File: src/rtl/core/srtf_pkg.sv
// Shared types and constants for the shortest-remaining-time-first scheduler.
`default_nettype none

package srtf_pkg;

    localparam int TIME_W = 16;
    localparam int ID_W   = 8;
    localparam int TOTAL_W = 32;

    // Operation codes that every cell of the sorted list obeys.
    localparam logic [1:0] CELL_HOLD   = 2'd0;
    localparam logic [1:0] CELL_INSERT = 2'd1;
    localparam logic [1:0] CELL_POP    = 2'd2;
    localparam logic [1:0] CELL_DEC    = 2'd3;

    // One list entry: remaining run time and process identifier.
    typedef struct packed {
        logic [TIME_W-1:0] remaining;
        logic [ID_W-1:0]   id;
    } entry_t;

    // Control broadcast to the cells.
    typedef struct packed {
        logic [1:0] op;
        entry_t     new_entry;
    } cell_ctrl_t;

endpackage

`default_nettype wire

File: src/rtl/core/srtf_cell.sv
// One cell of the sorted ready list: holds one entry and trades with its neighbors.
`default_nettype none

module srtf_cell (
    input  wire logic               aclk,
    input  wire srtf_pkg::cell_ctrl_t ctrl,
    input  wire logic               occupied,
    input  wire logic               left_keep,
    input  wire srtf_pkg::entry_t   left_data,
    input  wire srtf_pkg::entry_t   right_data,
    output srtf_pkg::entry_t        data,
    output logic                    keep
);
    import srtf_pkg::*;

    entry_t data_reg;
    entry_t data_next;

    // An occupied entry with time not above the arrival stays in place on insert.
    assign keep = occupied && (data_reg.remaining <= ctrl.new_entry.remaining);
    assign data = data_reg;

    // Next entry: hold, take the arrival, shift right on insert, shift left on pop, decrement on dec.
    always_comb begin
        data_next = data_reg;
        unique case (ctrl.op)
            CELL_HOLD: begin
                data_next = data_reg;
            end
            CELL_INSERT: begin
                if (keep) begin
                    data_next = data_reg;
                end else if (left_keep) begin
                    data_next = ctrl.new_entry;
                end else begin
                    data_next = left_data;
                end
            end
            CELL_POP: begin
                data_next = right_data;
            end
            CELL_DEC: begin
                data_next.remaining = data_reg.remaining - TIME_W'(1);
            end
            default: begin
                data_next = data_reg;
            end
        endcase
    end

    always_ff @(posedge aclk) begin
        data_reg <= data_next;
    end

endmodule

`default_nettype wire

File: src/rtl/core/srtf_scheduler_queue.sv
// Top level of the shortest-remaining-time-first scheduler with its sorted cell chain.
`default_nettype none

// The block keeps up to DEPTH processes in a row of cells sorted by remaining
// time; the head cell is the process that runs. Every input item (an arrival
// or a tick) produces exactly one result item. The whole cell row inserts,
// pops or decrements its head at once, so one item per cycle is sustained
// while the result side keeps m_tready high. A result waits in the output
// register; a new item is taken whenever that register is empty or is being
// emptied in the same cycle. There is no clearing pass after reset; list
// entries are only read once written.
module srtf_scheduler_queue #(
    parameter int DEPTH = 16
) (
    input  wire logic        aclk,
    input  wire logic        aresetn,
    // s_tdata: process_id [7:0], burst_time [23:8]
    input  wire logic [23:0] s_tdata,
    // s_tuser: req_type (0 = arrival, 1 = tick)
    input  wire logic        s_tuser,
    input  wire logic        s_tvalid,
    output logic             s_tready,
    // m_tdata: running_valid [0], running_id [8:1], started [9], completed [10],
    //          queue_full [11], total_waiting [43:12], zero [47:44]
    output logic [47:0]      m_tdata,
    output logic             m_tvalid,
    input  wire logic        m_tready
);
    import srtf_pkg::*;

    localparam int CW = $clog2(DEPTH + 1);

    logic [CW-1:0]      count_reg, count_next;
    logic               pending_reg, pending_next;
    logic [TOTAL_W-1:0] total_reg, total_next;
    logic               m_valid_reg, m_valid_next;
    logic [47:0]        m_data_reg, m_data_next;

    entry_t             cell_data [DEPTH];
    logic [DEPTH-1:0]   cell_keep;
    logic [DEPTH-1:0]   occupied;
    cell_ctrl_t         head_ctrl, body_ctrl;

    logic               accept;
    logic               is_tick;
    entry_t             arrival;
    logic               burst_zero;
    logic               list_full;
    logic               list_empty;
    logic               do_insert;
    logic               do_full;
    logic               do_run;
    logic               head_done;
    logic [TOTAL_W:0]   wait_sum;

    // Input decoding.
    assign accept           = s_tvalid && s_tready;
    assign is_tick          = s_tuser;
    assign arrival.id       = s_tdata[ID_W-1:0];
    assign arrival.remaining = s_tdata[ID_W +: TIME_W];
    assign burst_zero       = (arrival.remaining == '0);
    assign list_full        = (count_reg == CW'(DEPTH));
    assign list_empty       = (count_reg == '0);
    assign do_insert        = accept && !is_tick && !burst_zero && !list_full;
    assign do_full          = accept && !is_tick && !burst_zero && list_full;
    assign do_run           = accept && is_tick && !list_empty;
    assign head_done        = (cell_data[0].remaining == TIME_W'(1));

    assign s_tready = !m_valid_reg || m_tready;

    // Cell operations: the head alone decrements, everyone shifts together.
    always_comb begin
        head_ctrl.new_entry = arrival;
        body_ctrl.new_entry = arrival;
        head_ctrl.op = CELL_HOLD;
        body_ctrl.op = CELL_HOLD;
        if (do_insert) begin
            head_ctrl.op = CELL_INSERT;
            body_ctrl.op = CELL_INSERT;
        end else if (do_run) begin
            if (head_done) begin
                head_ctrl.op = CELL_POP;
                body_ctrl.op = CELL_POP;
            end else begin
                head_ctrl.op = CELL_DEC;
            end
        end
    end

    // The row of cells.
    genvar gi;
    generate
        for (gi = 0; gi < DEPTH; gi++) begin : g_cell
            assign occupied[gi] = (CW'(gi) < count_reg);
            if (gi == 0) begin : g_head
                srtf_cell u_cell (
                    .aclk       (aclk),
                    .ctrl       (head_ctrl),
                    .occupied   (occupied[gi]),
                    .left_keep  (1'b1),
                    .left_data  (arrival),
                    .right_data (cell_data[gi + 1]),
                    .data       (cell_data[gi]),
                    .keep       (cell_keep[gi])
                );
            end else if (gi == DEPTH - 1) begin : g_tail
                srtf_cell u_cell (
                    .aclk       (aclk),
                    .ctrl       (body_ctrl),
                    .occupied   (occupied[gi]),
                    .left_keep  (cell_keep[gi - 1]),
                    .left_data  (cell_data[gi - 1]),
                    .right_data (arrival),
                    .data       (cell_data[gi]),
                    .keep       (cell_keep[gi])
                );
            end else begin : g_body
                srtf_cell u_cell (
                    .aclk       (aclk),
                    .ctrl       (body_ctrl),
                    .occupied   (occupied[gi]),
                    .left_keep  (cell_keep[gi - 1]),
                    .left_data  (cell_data[gi - 1]),
                    .right_data (cell_data[gi + 1]),
                    .data       (cell_data[gi]),
                    .keep       (cell_keep[gi])
                );
            end
        end
    endgenerate

    // Saturating waiting total: grows by count minus one on a run.
    assign wait_sum = {1'b0, total_reg} + (TOTAL_W + 1)'(count_reg - CW'(1));

    // Control state and result item.
    always_comb begin
        count_next   = count_reg;
        pending_next = pending_reg;
        total_next   = total_reg;
        m_valid_next = m_valid_reg;
        m_data_next  = m_data_reg;
        if (m_tready) begin
            m_valid_next = 1'b0;
        end
        if (do_insert) begin
            count_next = count_reg + CW'(1);
            if (!cell_keep[0]) begin
                pending_next = 1'b1;
            end
        end
        if (do_run) begin
            pending_next = head_done;
            total_next   = wait_sum[TOTAL_W] ? '1 : wait_sum[TOTAL_W-1:0];
            if (head_done) begin
                count_next = count_reg - CW'(1);
            end
        end
        if (accept) begin
            m_valid_next = 1'b1;
            m_data_next  = '0;
            m_data_next[0]     = do_run;
            m_data_next[8:1]   = do_run ? cell_data[0].id : '0;
            m_data_next[9]     = do_run && pending_reg;
            m_data_next[10]    = do_run && head_done;
            m_data_next[11]    = do_full;
            m_data_next[43:12] = total_next;
        end
    end

    always_ff @(posedge aclk) begin
        if (!aresetn) begin
            count_reg   <= '0;
            pending_reg <= 1'b1;
            total_reg   <= '0;
            m_valid_reg <= 1'b0;
        end else begin
            count_reg   <= count_next;
            pending_reg <= pending_next;
            total_reg   <= total_next;
            m_valid_reg <= m_valid_next;
        end
    end

    always_ff @(posedge aclk) begin
        m_data_reg <= m_data_next;
    end

    assign m_tvalid = m_valid_reg;
    assign m_tdata  = m_data_reg;

endmodule

`default_nettype wire
File: config.mk
export PLATFORM = sky130hd
export DESIGN_NAME = srtf_scheduler_queue
export DESIGN_NICKNAME = d
export VERILOG_FILES = /design/src/rtl/core/srtf_pkg.sv /design/src/rtl/core/srtf_cell.sv /design/src/rtl/core/srtf_scheduler_queue.sv
export SDC_FILE = /design/constraint.sdc
export NUM_CORES = 1
export LEC_CHECK = 0
export BUFFER_PORTS_ARGS = -buffer_cell sky130_fd_sc_hd__buf_2
export CORE_MARGIN = 8
export CORE_UTILIZATION = 50
export DETAILED_ROUTE_END_ITERATION = 8
export GPL_ROUTABILITY_DRIVEN = 0
export HOLD_SLACK_MARGIN = 0.12
export PLACE_DENSITY_LB_ADDON = 0.08
export SLEW_MARGIN = 10
export SYNTH_ARGS = -nofsm -noshare
export SYNTH_HDL_FRONTEND = slang
export SYNTH_HIERARCHICAL = 1
export SYNTH_SLANG_ARGS = --single-unit
File: constraint.sdc
create_clock -name aclk -period 9.9 [get_ports aclk]
set_input_delay 1.485 -clock aclk [delete_from_list [all_inputs] [get_ports aclk]]
set_output_delay 1.485 -clock aclk [all_outputs]
set_load 0.01 [all_outputs]
==> summary.md, run 1 <==
| Metric | Value |
|---|---|
| Post-CTS setup buffer count | `0` |
| Gr usage total | `24.4%` |
| Outcome | `finished, final reports clean` |
| Slowest CP cell | `buf_4` |
| Worst skew pair latency | `650 ps` |
| Post-route minimum period | `5060 ps` |
| Hold buffers post-CTS | `0` |
| Vias in the first global route | `28800` |
| Area Overhead vs Synth | `8.98%` |
| Slew headroom | `8.07%` |
| Synthesized area per cell | `9.45 sq um` |
| Root buf cell | `clkbuf_16` |
| Non-Filler Instances | `5074` |
| Worst-path clk slew | `60 ps` |
| Min-delay worst type | `reg -> reg` |
| Max-slew violation total from the final report | `0` |
| Share of cells above drive strength 1 | `10.1%` |
| Die width | `292 microns` |
| Final worst-path cycle share | `51.1%` |
| Peak Freq | `198 MHz` |
| Power per cell area | `133 nW/um^2` |
| Most frequent CP cell | `buf_4` |
| Initial Util | `50.4%` |
| Core area | `75800 sq um` |
| WS Path Type | `in -> reg` |
| Via-to-Cell Ratio | `6.07` |
| Row cnt | `101` |
| Drt initial violations | `2378` |
| Post-synthesis cell count | `4043` |
| WHS | `481 ps` |
| Avg WL per Cell | `21.4 microns` |
| Final setup violation count | `0` |
| Routed wire length | `109 mm` |
| Clk sinks | `467` |
| CP Cell Sequence | `buf_2 > nand2b_1 > and2_2 > buf_4 > nand3_1 > nor2_4 > buf_4 > buf_12 > nor2b_1 > buf_4 > a311o_1` |
| Worst Path Required | `10170 ps` |
| H-tree depth | `2` |
| Dpl cells | `4964` |
| CTS tree | `yes` |
| Port Buf Inserts | `74` |
| Crit start category | `input port` |
| Die height | `292 microns` |
| Max cap viols | `0` |
| RSZ-0062 raised after global routing | `no` |
| Overflow after GRT | `0` |
| Cts repair resizes | `0` |
| Fin. Hold Viols | `0` |
| Detailed Routing Iterations Pass 1 | `5` |
| Yosys warnings | `6` |
| Largest net degree at the start of global routing | `211` |
| Worst-Margin Slew | `1380 ps` |
| NumNets Final | `4383` |
| Reg area | `13600 sq um` |
| Number of flip-flops in the largest register | `336` |
| Area of the multi-input gates | `22700 sq um` |
| Leakage power | `14.9 nW` |
| Critical path fanouts, max | `210` |
| First-pass GRT wire length | `169 mm` |
| DRC viols | `0` |
| I/O pin cnt | `79` |
| DR vias | `30800` |
| Initial antenna violation count | `0` |
| Power Total | `5.53 mW` |
| Worst Clk Skew | `26.5 ps` |
| Filler cells | `6927` |
| VDD IR max | `0.176 mV` |
| Critical Path End Type | `register` |
| Synthesized area | `38200 sq um` |
| ANT nets after route | `0` |
| Die Footprint | `85500 sq um` |
| Final TNS setup | `0 ps` |
| CTS Buf Count | `58` |
| Worst Path Arrival | `5330 ps` |
| Clock Path Buffers | `3` |
| CP max stage delay | `520 ps` |
| Post-DP HPWL | `74.9 mm` |
[final timing paths]
path / to / depth (start not counted) / slack (ps) / startpoint
min reg2reg: pending_reg$_SDFFE_PN1P_ / 2 / 480 / pending_reg$_SDFFE_PN1P_
max: g_cell[7].g_body.u_cell/data[1]$_DFFE_PP_ / 11 / 4840 / m_tready
min: pending_reg$_SDFFE_PN1P_ / 2 / 480 / pending_reg$_SDFFE_PN1P_
max reg2reg: m_tdata[35]$_DFFE_PP_ / 16 / 4860 / count_reg[4]$_SDFF_PN0_
[power by group]
| group | total (mW) | switching (mW) | internal (mW) |
|---|---|---|---|
| registers | 2.43 | 0.140 | 2.29 |
| clock network | 2.23 | 0.896 | 1.33 |
| logic | 0.871 | 0.530 | 0.341 |
[per-layer routing]
layer / up-vias / routed length, microns / track usage [%]
met2: 797 / 46900 / 37.4
met1: 14700 / 53600 / 36.5
li1: 15100 / - / -
met3: 142 / 5650 / 2.69
met5: - / 0 / 0
met4: 0 / 2510 / 5.77
[through the flow]
step                      utilization, %  setup slack (ps)  cell area [sq um]
after floorplan                        -              2960              38200
after global placement              52.3              4160              39700
after detailed placement            52.3              4170              39700
after CTS                           54.9              4860              41600
after global routing                54.9              4490              41600
final                               54.9              4840              41600
[cells in the final DEF, fill, tap and decap left out, drive strengths merged, types with 29 or more instances in the layout]
master / instances
a211o: 31
a211oi: 37
a21oi: 242
and2: 47
buf: 128
clkbuf: 70
dfxtp: 39
edfxtp: 428
ha: 307
inv: 350
mux2i: 386
nand2: 413
nand3: 59
nand4: 39
nor2: 116
nor2b: 67
nor3: 70
nor4: 72
o211ai: 68
o21ai: 353
o21bai: 72
o221ai: 80
o31ai: 50
or3: 36
or4: 64
xnor2: 163
xor2: 29
[layout make-up]
cell class | count | share of cell area, %
clock buffer | 70 | 3.66
inverter | 350 | 3.15
multi-input combinational | 3041 | 54.5
clock inverter | 38 | 1.06
sequential | 467 | 32.7
antenna | 2 | 0.0120
tap | 978 | 2.94
timing repair buffer | 128 | 1.95
[critical path: cells and delay by family]
family,cells,cell delay (ps)
compound gates,1,460
simple gates,5,1040
buf+inv,5,1880
Note: power is estimated with default switching activity, not from simulation.
==> inputs of run 2 (changes only) <==
Clock period 9.9 ns to 4.8 ns, I/O delays scaled along.
==> run 2 against run 1 <==
Wire length grew 0.87%. Die area is the same. Worst setup slack lost 4300 ps. Sequential power grew 110%. First-iteration DRC count shrank 7.4%. Clock power grew 91%. Sequential share of layout area shrank 0.39 points. Register-to-register slack lost 4300 ps. Non-clock buffer count grew 69. Clock-buffer cell count grew 3. Utilization grew 0.66 points. Power grew 100%.
==> summary.md, run 2 (synthesized netlist as in run 1, its figures left out) <==
| Metric | Value |
|---|---|
| Row cnt | `101 (unchanged)` |
| Pre-CTS setup slack | `560 ps (-3620 ps)` |
| Number of flip-flops in the largest register | `336 (unchanged)` |
| ANT nets after route | `0 (unchanged)` |
| NumNets Final | `4451 (+1.6%)` |
| Post-route minimum period | `4260 ps` |
| Top Metal Used | `met5` |
| Slew headroom | `42.7% (+35 points)` |
| Clock Path Buffers | `3 (unchanged)` |
| Worst-path clk slew | `60 ps (about the same)` |
| Final setup violation count | `0 (unchanged)` |
| Max-slew violation total from the final report | `0 (unchanged)` |
| Post-DP HPWL | `80.2 mm (+7.0%)` |
| Area Overhead vs Synth | `10.3%` |
| Via-to-Cell Ratio | `6.03 (-0.63%)` |
| Sequential share of power | `45.2% (+1.2 points)` |
| H-tree depth | `2 (unchanged)` |
| Final TNS setup | `0 ps (unchanged)` |
| Share of cells above drive strength 1 | `11.6% (+1.5 points)` |
| WS Path Type | `reg -> reg` |
| RSZ-0062 raised after global routing | `no` |
| Worst skew pair latency | `620 ps (-30 ps)` |
| Leakage power | `15.3 nW (+2.2%)` |
| Critical path fanouts, max | `13 (-94%)` |
| VDD IR max | `0.275 mV (+57%)` |
| Commonest non-fill, non-tap cell in the layout | `edfxtp_1` |
| Final worst-path cycle share | `88.7%` |
| Int Power | `7.89 mW (+99%)` |
| DR vias | `31000 (+0.63%)` |
| Final antenna diode count | `0 (-2)` |
| Largest net degree at the start of global routing | `103 (-51%)` |
| Overflow after GRT | `0 (unchanged)` |
| Avg WL per Cell | `21.3 microns (-0.39%)` |
| I/O pin cnt | `79 (unchanged)` |
| Hold buffers post-CTS | `0 (unchanged)` |
| Worst Path Arrival | `4790 ps (-540 ps)` |
| Post-CTS setup buffer count | `0 (unchanged)` |
| Worst Path Required | `5330 ps (-4840 ps)` |
| Outcome | `finished, final reports clean` |
| Crit start category | `register` |
| Min-delay worst type | `in -> reg` |
| Psw | `3.21 mW (+110%)` |
| Max cap viols | `0 (unchanged)` |
| Worst-Margin Slew | `859 ps (-520 ps)` |
| Met1 WL | `54.1 mm (+0.89%)` |
| Die width | `292 microns (unchanged)` |
| Fin. Hold Viols | `0 (unchanged)` |
| Peak Freq | `235 MHz` |
| Critical Path End Type | `register` |
| Port Buf Inserts | `74 (unchanged)` |
| Met2 routed WL | `47.8 mm (+1.7%)` |
| Switching Fraction | `28.9% (+0.63 points)` |
| Vias in the first global route | `29200 (+1.4%)` |
| CTS tree | `yes` |
| Met3 Routed Length | `5.74 mm (+1.6%)` |
| Drt initial violations | `2201 (-7.4%)` |
| Initial antenna violation count | `2 (+2)` |
| Cts repair resizes | `0 (unchanged)` |
| Clock power share | `38.4% (-1.8 points)` |
| Power per cell area | `264 nW/um^2 (+98%)` |
| Core area | `75800 sq um (unchanged)` |
| Gr usage total | `24.7% (+0.35 points)` |
| Initial Util | `50.4% (unchanged)` |
| Comb power frac | `16.4% (+0.6 points)` |
| Root buf cell | `clkbuf_16` |
| CTS Buf Count | `57 (-1.7%)` |
| Detailed Routing Iterations Pass 1 | `6 (+1)` |
| DRC viols | `0 (unchanged)` |
| First-pass GRT wire length | `172 mm (+1.5%)` |
| Die Footprint | `85500 sq um (unchanged)` |
| Setup ws final | `542 ps (-4300 ps)` |
| Most frequent cells in the layout | `edfxtp_1 (428), nand2_1 (413), mux2i_1 (386), inv_1 (349), o21ai_0 (344)` |
| Power Total | `11.1 mW (+100%)` |
| Worst Clk Skew | `21.6 ps (-4.92 ps)` |
| Routed wire length | `110 mm (+0.87%)` |
| Clk sinks | `467 (unchanged)` |
| Die height | `292 microns (unchanged)` |
run 2: worst max-delay path, stage by stage, from the launching register on:
cell and delay, ps:
dfxtp_1 390, inv_1 180, ha_1 230, nor3b_1 590, xor2_1 180, ha_1 400
o211ai_1 110, o21ai_1 280, o21ai_2 120, a31oi_1 230, o211ai_1 160, nand4_1 140
nor2b_2 590, buf_4 300, a31oi_1 80, nor3b_1 210
run 2: per-stage QoR:
step | instance area, sq um | util (%) | hold WS [ps] | cells
after floorplan | 38200 | - | 441 | 4046
after global placement | 40300 | 53.2 | 462 | 5033
after detailed placement | 40300 | 53.2 | 464 | 5033
after CTS | 42100 | 55.6 | 311 | 5138
after global routing | 42100 | 55.6 | 372 | 5138
final | 42100 | 55.6 | 360 | 5138
run 2: worst paths after layout:
kind | startpoint | end | slack (ps) | cells past startpoint
worst max-delay path | count_reg[0]$_SDFF_PN0_ | total_reg[27]$_SDFF_PN0_ | 540 | 15
worst min-delay path | s_tvalid | m_tvalid$_SDFFE_PN0P_ | 360 | 3
worst max register to register | count_reg[0]$_SDFF_PN0_ | total_reg[27]$_SDFF_PN0_ | 540 | 15
worst min register to register | pending_reg$_SDFFE_PN1P_ | pending_reg$_SDFFE_PN1P_ | 470 | 2
run 2: metal layers:
metal | global-route usage, % | up-vias
li1 | - | 15200
met1 | 37.4 | 14800
met2 | 37.8 | 821
met3 | 2.55 | 124
met4 | 5.45 | 2
met5 | 0 | -
run 2: cell type report:
type	instances	area, sq um
clock inverters	32	243
multi-input cells	3041	22700
inverters	350	1310
repair buffers	197	1470
fillers	6901	33700
clock buffers	73	1580
flip-flops and latches	467	13600
well taps	978	1220
run 2: power by group through the flow:
stage | sequential, mW | combinational (mW) | clock [mW]
2_1_floorplan | 4.99 | 1.26 | 0
3_3_place_gp | 5.10 | 1.78 | 0
3_5_place_dp | 5.10 | 1.81 | 0
4_1_cts | 5.01 | 1.82 | 4.37
5_1_grt | 5.05 | 2.04 | 4.49
6_report | 5.02 | 1.83 | 4.26
